===== src/rtl/ttpq_pkg.sv =====
package ttpq_pkg;

    // command codes carried in the request tuser
    localparam logic CMD_ADD  = 1'b0;
    localparam logic CMD_TICK = 1'b1;

    // result status codes carried in the result tuser
    localparam logic [1:0] ST_ADDED    = 2'd0;
    localparam logic [1:0] ST_DROPPED  = 2'd1;
    localparam logic [1:0] ST_DISPATCH = 2'd2;
    localparam logic [1:0] ST_NONE_DUE = 2'd3;

    localparam logic [2:0] KIND_SET_FREE = 3'd4;

    // most tasks one tick may dispatch
    localparam int MAX_RESULTS = 16;
    localparam int CNT_W       = $clog2(MAX_RESULTS + 1);

    localparam int IN_DATA_W  = 176;
    localparam int OUT_DATA_W = 112;

    typedef struct packed {
        logic [31:0] due_time;
        logic [15:0] urgency;
        logic [2:0]  kind;
        logic [7:0]  body_id;
        logic [31:0] vx;
        logic [31:0] vy;
        logic [31:0] vz;
    } t_entry;

    // true when task a sorts strictly ahead of stored task b
    function automatic logic goes_before(input t_entry a, input t_entry b);
        logic r;
        if (a.due_time != b.due_time) begin
            r = a.due_time < b.due_time;
        end else if (a.urgency != b.urgency) begin
            r = a.urgency > b.urgency;
        end else begin
            r = (a.kind != KIND_SET_FREE) && (b.kind == KIND_SET_FREE);
        end
        return r;
    endfunction

endpackage


===== src/rtl/timed_task_priority_queue.sv =====
// channel   dir  signals                       contents
// request   in   i_s_axis_tvalid/o_s_axis_tready
//                i_s_axis_tdata [175:0]        due_time, kind, body_id, value_x/y/z,
//                                              urgency, step_len
//                i_s_axis_tuser [0]            cmd (0 add, 1 tick)
// result    out  o_m_axis_tvalid/i_m_axis_tready
//                o_m_axis_tdata [111:0]        out_kind, out_body, out_x/y/z
//                o_m_axis_tuser [1:0]          status
//                o_m_axis_tlast                last result of the request
//
// an add walks the store from the tail down, one stored task per cycle through the
// single compare unit and memory port
// a tick checks one task per cycle from the head unless the result register is full
// one request at a time; a full result register holds a tick or a final result in place
// synchronous active-low reset clears the count, head, time and control; the
// task memory itself is not cleared
module timed_task_priority_queue #(
    parameter int QUEUE_DEPTH = 16
) (
    input  logic                               i_clk,
    input  logic                               i_rst_n,
    input  logic                               i_s_axis_tvalid,
    output logic                               o_s_axis_tready,
    // due_time[31:0], kind[34:32], body_id[42:35], value_x[74:43], value_y[106:75],
    // value_z[138:107], urgency[154:139], step_len[170:155], zero pad
    input  logic [ttpq_pkg::IN_DATA_W-1:0]     i_s_axis_tdata,
    // cmd[0]
    input  logic                               i_s_axis_tuser,
    output logic                               o_m_axis_tvalid,
    input  logic                               i_m_axis_tready,
    // out_kind[2:0], out_body[10:3], out_x[42:11], out_y[74:43], out_z[106:75], zero pad
    output logic [ttpq_pkg::OUT_DATA_W-1:0]    o_m_axis_tdata,
    // status[1:0]
    output logic [1:0]                         o_m_axis_tuser,
    output logic                               o_m_axis_tlast
);
    import ttpq_pkg::*;

    localparam int IW = (QUEUE_DEPTH > 1) ? $clog2(QUEUE_DEPTH) : 1;
    localparam int FW = IW + 1;     // fill count, also holds head + fill
    localparam logic [FW-1:0] DEPTH_F = FW'(QUEUE_DEPTH);
    localparam logic [IW-1:0] LAST_I  = IW'(QUEUE_DEPTH - 1);

    // sequencer states
    localparam logic [1:0] S_IDLE = 2'd0;
    localparam logic [1:0] S_INS  = 2'd1;
    localparam logic [1:0] S_TICK = 2'd2;
    localparam logic [1:0] S_EMIT = 2'd3;

    function automatic logic [IW-1:0] idx_prev(input logic [IW-1:0] x);
        return (x == '0) ? LAST_I : x - IW'(1);
    endfunction

    function automatic logic [IW-1:0] idx_next(input logic [IW-1:0] x);
        return (x == LAST_I) ? '0 : x + IW'(1);
    endfunction

    // task store, circular with the earliest task at the head
    t_entry          mem [QUEUE_DEPTH];
    t_entry          r_rd;
    logic            mem_we;
    logic [IW-1:0]   wr_addr;
    t_entry          wr_data;
    logic [IW-1:0]   rd_addr;

    logic [1:0]       r_state, n_state;
    logic [FW-1:0]    r_fill,  n_fill;
    logic [IW-1:0]    r_head,  n_head;
    logic [IW-1:0]    r_cur,   n_cur;     // insert slot being filled
    logic [FW-1:0]    r_left,  n_left;    // stored tasks still below the insert slot
    logic [31:0]      r_now,   n_now;
    logic [15:0]      r_step,  n_step;
    logic [CNT_W-1:0] r_cnt,   n_cnt;     // tasks dispatched by this tick
    logic             r_have,  n_have;    // a dispatched task waits for its last flag
    t_entry           r_pend,  n_pend;
    t_entry           r_new,   n_new;
    logic [1:0]       r_status, n_status;

    logic             r_ovalid, n_ovalid;
    logic [1:0]       r_ouser,  n_ouser;
    logic             r_olast,  n_olast;
    t_entry           r_odata,  n_odata;

    logic             s_acc;
    logic             out_free;
    logic             due;
    logic [FW-1:0]    tail_sum;
    logic [IW-1:0]    tail;
    logic [32:0]      now_sum;
    t_entry           in_entry;

    assign o_s_axis_tready = (r_state == S_IDLE);
    assign s_acc    = i_s_axis_tvalid && (r_state == S_IDLE);
    assign out_free = !r_ovalid || i_m_axis_tready;

    assign in_entry.due_time = i_s_axis_tdata[31:0];
    assign in_entry.kind     = i_s_axis_tdata[34:32];
    assign in_entry.body_id  = i_s_axis_tdata[42:35];
    assign in_entry.vx       = i_s_axis_tdata[74:43];
    assign in_entry.vy       = i_s_axis_tdata[106:75];
    assign in_entry.vz       = i_s_axis_tdata[138:107];
    assign in_entry.urgency  = i_s_axis_tdata[154:139];

    // slot one past the last task in order; fill stays below the depth on an insert
    assign tail_sum = FW'(r_head) + r_fill;
    assign tail     = (tail_sum >= DEPTH_F) ? IW'(tail_sum - DEPTH_F) : IW'(tail_sum);

    // saturating time advance
    assign now_sum = {1'b0, r_now} + {17'd0, r_step};

    // a tick stops at the first task not yet due, an empty store or the result cap
    assign due = (r_fill != '0) && (r_cnt != CNT_W'(MAX_RESULTS)) && (r_rd.due_time <= r_now);

    // the tick walks from the head, the insert reads the task below its slot
    assign rd_addr = (n_state == S_TICK) ? n_head : idx_prev(n_cur);

    always_comb begin
        n_state  = r_state;
        n_fill   = r_fill;
        n_head   = r_head;
        n_cur    = r_cur;
        n_left   = r_left;
        n_now    = r_now;
        n_step   = r_step;
        n_cnt    = r_cnt;
        n_have   = r_have;
        n_pend   = r_pend;
        n_new    = r_new;
        n_status = r_status;
        n_ovalid = r_ovalid && !i_m_axis_tready;
        n_ouser  = r_ouser;
        n_olast  = r_olast;
        n_odata  = r_odata;
        mem_we   = 1'b0;
        wr_addr  = r_cur;
        wr_data  = r_new;
        case (r_state)
            S_IDLE: begin
                if (s_acc) begin
                    if (i_s_axis_tuser == CMD_ADD) begin
                        n_new = in_entry;
                        if (r_fill == DEPTH_F) begin
                            n_status = ST_DROPPED;
                            n_state  = S_EMIT;
                        end else begin
                            n_cur   = tail;
                            n_left  = r_fill;
                            n_state = S_INS;
                        end
                    end else begin
                        n_step  = i_s_axis_tdata[170:155];
                        n_cnt   = '0;
                        n_have  = 1'b0;
                        n_state = S_TICK;
                    end
                end
            end
            S_INS: begin
                mem_we = 1'b1;
                if ((r_left != '0) && goes_before(r_new, r_rd)) begin
                    // later task moves up one slot
                    wr_data = r_rd;
                    n_cur   = idx_prev(r_cur);
                    n_left  = r_left - FW'(1);
                end else begin
                    wr_data  = r_new;
                    n_fill   = r_fill + FW'(1);
                    n_status = ST_ADDED;
                    n_state  = S_EMIT;
                end
            end
            S_TICK: begin
                if (due) begin
                    if (!r_have || out_free) begin
                        if (r_have) begin
                            n_ovalid = 1'b1;
                            n_ouser  = ST_DISPATCH;
                            n_odata  = r_pend;
                            n_olast  = 1'b0;
                        end
                        n_pend = r_rd;
                        n_have = 1'b1;
                        n_head = idx_next(r_head);
                        n_fill = r_fill - FW'(1);
                        n_cnt  = r_cnt + CNT_W'(1);
                    end
                end else if (out_free) begin
                    n_ovalid = 1'b1;
                    n_olast  = 1'b1;
                    if (r_have) begin
                        n_ouser = ST_DISPATCH;
                        n_odata = r_pend;
                    end else begin
                        n_ouser = ST_NONE_DUE;
                        n_odata = '0;
                    end
                    n_now   = now_sum[32] ? 32'hFFFF_FFFF : now_sum[31:0];
                    n_state = S_IDLE;
                end
            end
            S_EMIT: begin
                if (out_free) begin
                    n_ovalid = 1'b1;
                    n_ouser  = r_status;
                    n_odata  = '0;
                    n_olast  = 1'b1;
                    n_state  = S_IDLE;
                end
            end
            default: begin
                n_state = S_IDLE;
            end
        endcase
    end

    always_ff @(posedge i_clk) begin
        if (mem_we) begin
            mem[wr_addr] <= wr_data;
        end
        r_rd <= mem[rd_addr];
    end

    always_ff @(posedge i_clk) begin
        if (!i_rst_n) begin
            r_state  <= S_IDLE;
            r_fill   <= '0;
            r_head   <= '0;
            r_cur    <= '0;
            r_left   <= '0;
            r_now    <= '0;
            r_cnt    <= '0;
            r_have   <= 1'b0;
            r_ovalid <= 1'b0;
        end else begin
            r_state  <= n_state;
            r_fill   <= n_fill;
            r_head   <= n_head;
            r_cur    <= n_cur;
            r_left   <= n_left;
            r_now    <= n_now;
            r_cnt    <= n_cnt;
            r_have   <= n_have;
            r_ovalid <= n_ovalid;
        end
    end

    // payload registers
    always_ff @(posedge i_clk) begin
        r_step   <= n_step;
        r_pend   <= n_pend;
        r_new    <= n_new;
        r_status <= n_status;
        r_ouser  <= n_ouser;
        r_olast  <= n_olast;
        r_odata  <= n_odata;
    end

    assign o_m_axis_tvalid = r_ovalid;
    assign o_m_axis_tuser  = r_ouser;
    assign o_m_axis_tlast  = r_olast;
    assign o_m_axis_tdata  = {5'd0, r_odata.vz, r_odata.vy, r_odata.vx,
                              r_odata.body_id, r_odata.kind};

endmodule


===== config.mk =====
export PLATFORM = sky130hd
export DESIGN_NAME = timed_task_priority_queue
export DESIGN_NICKNAME = d
export VERILOG_FILES = /design/src/rtl/ttpq_pkg.sv /design/src/rtl/timed_task_priority_queue.sv
export SDC_FILE = /design/constraint.sdc
export NUM_CORES = 2
export LEC_CHECK = 0
export BUFFER_PORTS_ARGS = -buffer_cell sky130_fd_sc_hd__buf_2
export CAP_MARGIN = 15
export CORE_ASPECT_RATIO = 1.25
export CORE_MARGIN = 2
export CORE_UTILIZATION = 25
export CTS_BUF_LIST = sky130_fd_sc_hd__clkbuf_16
export CTS_CLUSTER_SIZE = 28
export DETAILED_ROUTE_END_ITERATION = 8
export GPL_TIMING_DRIVEN = 1
export SYNTH_ARGS = -nofsm -noshare
export SYNTH_HDL_FRONTEND = slang
export SYNTH_SLANG_ARGS = --single-unit

===== constraint.sdc =====
create_clock -name i_clk -period 30.5 [get_ports i_clk]
set_clock_uncertainty 0.2 [all_clocks]
set_input_delay 4.575 -clock i_clk [delete_from_list [all_inputs] [get_ports i_clk]]
set_output_delay 4.575 -clock i_clk [all_outputs]
set_load 0.03 [all_outputs]

Word-level counts from Yosys, hierarchy flattened:

Memories as Yosys holds them, arrays and structs flattened. A register that Yosys moved wholly into a read port is not among the register bits.
Index checks and enable logic that the tools add are counted.

* output and inout port bits: 117
* word-level logic and storage cells: 178
* register bits after elaboration: 449
* input port bits: 181
* memories kept: 1
* bits in writable memories: 2480

* equality and inequality tests: 24
* mux-type cells: 77
* add/sub/neg operators: 10
* bitwise gates (word level): 2
* $lt $le $gt $ge: 4
* reduce and logical (&&, ||, !) cells: 30

Memory list
* mem: depth 16, bits a word 155, rd ports 1, clocked after Yosys merged registers in 1, write ports 1, RTL line timed_task_priority_queue.sv:59 `t_entry mem [QUEUE_DEPTH];`

Operators with widths (number)
* 107-bit two-way mux: 6
* 155-bit two-way mux: 2
* 107-bit case mux with 2 select lines: 1
* 5-bit two-way mux: 11
* 4-bit two-way mux: 12
* 32-bit by 16-bit adder with 33-bit output: 1
* 32-bit <= comparator: 1
* 32-bit < comparator: 1
* 32-bit two-way mux: 1
* 32-bit inequality test: 1
* 2-bit two-way mux: 15
* 5-bit case mux with 2 select lines: 3
* 5-bit AND reduction: 4
* 1-bit two-way mux: 19
* 16-bit greater-than comparator: 1
* 16-bit inequality test: 1
* 3-bit AND reduction: 5
* 2-bit inequality test, second input constant: 7
* 3-bit inequality test, second input constant: 4
* 4-bit by 1-bit subtractor with 4-bit output, second input constant: 3
* 5-bit by 1-bit adder with 5-bit output, second input constant: 2
* 5-bit nonzero test: 2
* 5-bit by 1-bit subtractor with 5-bit output, second input constant: 2
* 4-bit zero test: 2
* 21 further kinds: 40

Logic depth before layout (Yosys ltp):

* depth in word-level cells: 11
* depth in mapped cells: 20
* mapped depth without buffers: 17

Worst setup path before layout:

Ideal clock, no wire load.

* kind: input to register
* start: input i_s_axis_tuser
* end: register r_rd[144] (netlist name)
* slack: 6189 ps
* stages: 15
* data arrival time: 23985 ps
* data required time: 30174 ps
* library setup time: 126 ps
* buffers on the path: 4
* cell sequence: nor4b_1 a21boi_0 clkbuf_1 o21ai_0 a22o_1 nor3_1 ha_1 a211oi_2 buf_2 buf_2 buf_1 mux2i_1 mux2i_1 mux2i_1 mux2i_1

* longest elaborated chain between the ends: 6
* elaborated cells on any way between the ends: 11
* those cells by class: add/sub: 1; eq/ne: 1; mux: 8; reduce/logical: 1

RTL lines
* from (decl): RTL line timed_task_priority_queue.sv:28 `input logic i_s_axis_tuser,`
* 4-bit two-way mux: RTL line timed_task_priority_queue.sv:140 `if (i_s_axis_tuser == CMD_ADD) begin`
* 4-bit two-way mux: RTL line timed_task_priority_queue.sv:139 `if (s_acc) begin`
* 4-bit case mux with 2 select lines: RTL line timed_task_priority_queue.sv:137 `case (r_state)`
* 4-bit by 1-bit subtractor with 4-bit output or 4-bit zero test (tied branches): RTL line timed_task_priority_queue.sv:51 `return (x == '0) ? LAST_I : x - IW'(1);`
* 4-bit two-way mux: RTL line timed_task_priority_queue.sv:51
* 4-bit two-way mux *: RTL line timed_task_priority_queue.sv:115 `assign rd_addr = (n_state == S_TICK) ? n_head : idx_prev(n_cur);`

Every way passes the cells marked *; elsewhere a longest branch is shown, timed or not.
A chain may end at the register's enable or synchronous reset.

Worst setup path after layout:

* start: input i_s_axis_tuser
* end: register r_rd[44] (netlist name)

* longest elaborated chain between the ends: 6
* elaborated cells on any way between the ends: 11
* those cells by class: add/sub: 1; eq/ne: 1; mux: 8; reduce/logical: 1

RTL lines (RTL line)
* 4-bit two-way mux: timed_task_priority_queue.sv:140
* 4-bit two-way mux: timed_task_priority_queue.sv:139
* 4-bit case mux with 2 select lines: timed_task_priority_queue.sv:137
* 4-bit by 1-bit subtractor with 4-bit output or 4-bit zero test (tied branches): timed_task_priority_queue.sv:51
* 4-bit two-way mux: timed_task_priority_queue.sv:51
* 4-bit two-way mux *: timed_task_priority_queue.sv:115

Marks and branches as above.

==> summary.md <==
| Metric | Value |
|---|---|
| Slew Limit Headroom | 0.200 |
| Worst-path clk slew | 0.06 ns |
| Placer congestion estimate | 0.793 |
| Syn Inst Count | 7029 |
| Total wire length | 306 mm |
| Post-layout util | 0.291 |
| Sequential share of the synthesized area | 0.739 |
| Total of max-cap violations | 0 |
| Congestion Overflow GR | 0 |
| Largest net degree at the start of global routing | 133 |
| Clk sink count | 3083 |
| Power Total | 11.5 mW |
| CTS root buf | clkbuf_16 |
| DP HPWL | 168 mm |
| CTS tree | done |
| Final setup viols | 0 |
| Clk buf depth | 4 |
| Overall Global Routing Usage | 0.119 |
| Pwr dens | 80.8 nW/µm² |
| Vias in the first global route | 63800 |
| Post-CTS Setup Bufs | 0 |
| Routed Antenna Nets | 0 |
| Cts hold-fix bufs | 0 |
| Final min period | 12.99 ns |
| Area grow syn2layout | 16.1% |
| Hold WC Path Type | flip-flop to flip-flop |
| Die W | 630 µm |
| First-pass GRT wire length | 438 mm |
| DRC errors left | 0 |
| Max-slew violations | 0 |
| Mapped Area | 122000 µm² |
| Main synth FF type | edfxtp_1 |
| Worst-margin pin slew | 1.20 ns |
| Routed vias | 62000 |
| Share of layout cells above drive strength 1 | 0.119 |
| PortBufs | 287 |
| Post-route cell area | 142000 µm² |
| Final hold vios | 0 |
| Startpoint class of the critical path | input pin |
| Crit path required time | 31.08 ns |
| Seq cells post-synth | 3083 |
| Post-synth cell types | 71 |
| Initial antenna violation count | 29 |
| CP endpoint kind | flip-flop |
| R2R setup slack | 19.26 ns |
| Die Span Y | 786 µm |
| Rows | 287 |
| 1st-iter DRT viols | 4813 |
| Initial core utilization | 0.251 |
| Synth warn | 0 |
| CTS resizes | 0 |
| Nets@finish | 7775 |
| VDD IR-drop max | 0.0653 mV |
| Static Leak | 54.9 nW |
| Setup TNS | 0 ns |
| Syn_area_per_cell | 17.4 µm² |
| Die area | 495000 µm² |
| H-tree depth | 5 |
| Period utilization | 0.426 |
| Insertion delay to the later sink of the worst-skew pair | 0.94 ns |
| Status | finished, final reports clean |
| Placed Area | 132000 µm² |
| Critical path type | input pin to flip-flop |
| Post-synth EDFFs | 2869 |
| DR WL/cell | 21.5 µm |
| RSZ-0062 raised after global routing | no |
| Ys async rst share | 0 |
| First-pass DRT Iterations | 7 |
| Crit path DAT | 13.57 ns |
| I/O pins | 298 |
| Core ar. | 488000 µm² |
| FMAX | 77.0 MHz |
| Num CTS Buffers | 316 |
| Via-to-Cell Ratio | 4.35 |
| Critical Path Fanout Max | 61 |
-- metrics by stage --
stage	cells	hold slack [ns]	setup slack [ns]
6_report	14300	0.205	17.51
5_1_grt	14200	0.223	16.86
4_1_cts	14200	0.208	17.52
3_5_place_dp	13700	0.215	16.47
3_3_place_gp	13700	0.217	16.70
2_1_floorplan	7033	0.208	6.19
-- critical path: stages --
cell	delay (ns)
buf_2	0.16
nor4b_2	0.44
a21boi_0	0.23
buf_4	0.21
o21ai_0	0.09
a22o_1	0.23
nor3_1	0.47
ha_1	0.38
a211oi_4	0.23
buf_4	0.65
buf_4	0.78
buf_4	0.70
buf_4	0.84
buf_4	0.93
buf_4	0.90
buf_4	0.79
mux2i_1	0.27
mux2i_1	0.10
mux2i_1	0.19
mux2i_1	0.10
-- power breakdown --
group / total, mW / leakage (nW) / switching, mW / internal [mW]
combinational: 2.67 / 22.0 / 1.52 / 1.15
sequential: 5.03 / 27.7 / 0.143 / 4.89
clock: 3.78 / 5.24 / 1.65 / 2.13
-- registers in the layout (all words and copies together) (netlist names) --
register and cells:
mem 2480, o_m_axis_tdata 107, o_m_axis_tlast 1, o_m_axis_tuser 2, o_m_axis_tvalid 1, r_cnt 5, r_cur 4, r_fill 5
r_have 1, r_head 4, r_left 5, r_new 155, r_now 32, r_pend 107, r_rd 155, r_state 2
r_status 1, r_step 16
-- cell usage after synthesis (all sizes together) (32+ instances only) --
cell | instances | area (µm²)
a21oi | 89 | 445
and2 | 127 | 795
buf | 149 | 786
clkbuf | 177 | 664
dfxtp | 214 | 4280
edfxtp | 2869 | 86200
ha | 113 | 1410
inv | 114 | 428
mux2i | 2302 | 23000
nand2 | 414 | 1550
nand3 | 32 | 160
nor2 | 74 | 278
o21ai | 112 | 561
-- layout make-up --
type	count	area, µm²
flip-flops and latches	3083	90400
fillers	47800	346000
clock inverters	259	2060
diodes	11	27.5
repair buffers	453	2790
inverters	115	437
well taps	6502	8140
multi-input cells	3509	30200
clock buffers	322	8060
-- final timing paths --
| kind | startpoint | end | cells past startpoint |
|---|---|---|---|
| worst max-delay path | i_s_axis_tuser | r_rd[44] | 20 |
| worst min-delay path | r_rd[17] | r_pend[17] | 0 |
| worst max register to register | r_new[107] | r_rd[44] | 22 |
| worst min register to register | r_rd[17] | r_pend[17] | 0 |
-- placed cells by master (no fill, tap or decap), types with 9 or more instances in the layout --
cell and count:
mux2i_1 2302, o21ai_0 101, inv_6 13, inv_1 192, a21o_1 13, xor2_1 10
and3_1 11, diode_2 11, nand2_1 414, dfxtp_1 214, nand4_1 29, clkinv_2 42
edfxtp_1 2869, nand3_1 32, buf_4 153, buf_2 291, bufinv_16 23, clkbuf_16 322
buf_12 9, and2_4 11, nor4_1 9, clkinv_1 65, o21ai_1 11, xnor2_1 17
ha_1 113, nor2_1 72, clkinvlp_4 10, a21oi_1 88, nor3_1 23, and2_1 116
-- kinds of logic (layout without fill, tap and decap cells) --
family | count (synthesis) | after routing | share of synthesized area
other cells | 1 | 16 | 0.0000306
buf+inv | 441 | 1149 | 0.0154
mux | 2302 | 2302 | 0.188
xor+xnor | 27 | 27 | 0.00193
compound gates | 301 | 301 | 0.0152
fa+ha+maj | 116 | 116 | 0.0120
simple gates | 758 | 758 | 0.0284
flops | 3083 | 3083 | 0.739
-- per-layer routing --
layer / track usage / vias up / part of all wire
met3: 0.0164 / 487 / 0.046
met4: 0.0388 / 12 / 0.031
met5: 0 / - / 0.00024
met1: 0.155 / 32100 / 0.44
met2: 0.204 / 1450 / 0.49
li1: - / 28000 / -
Power figures use the tool's default switching activity.
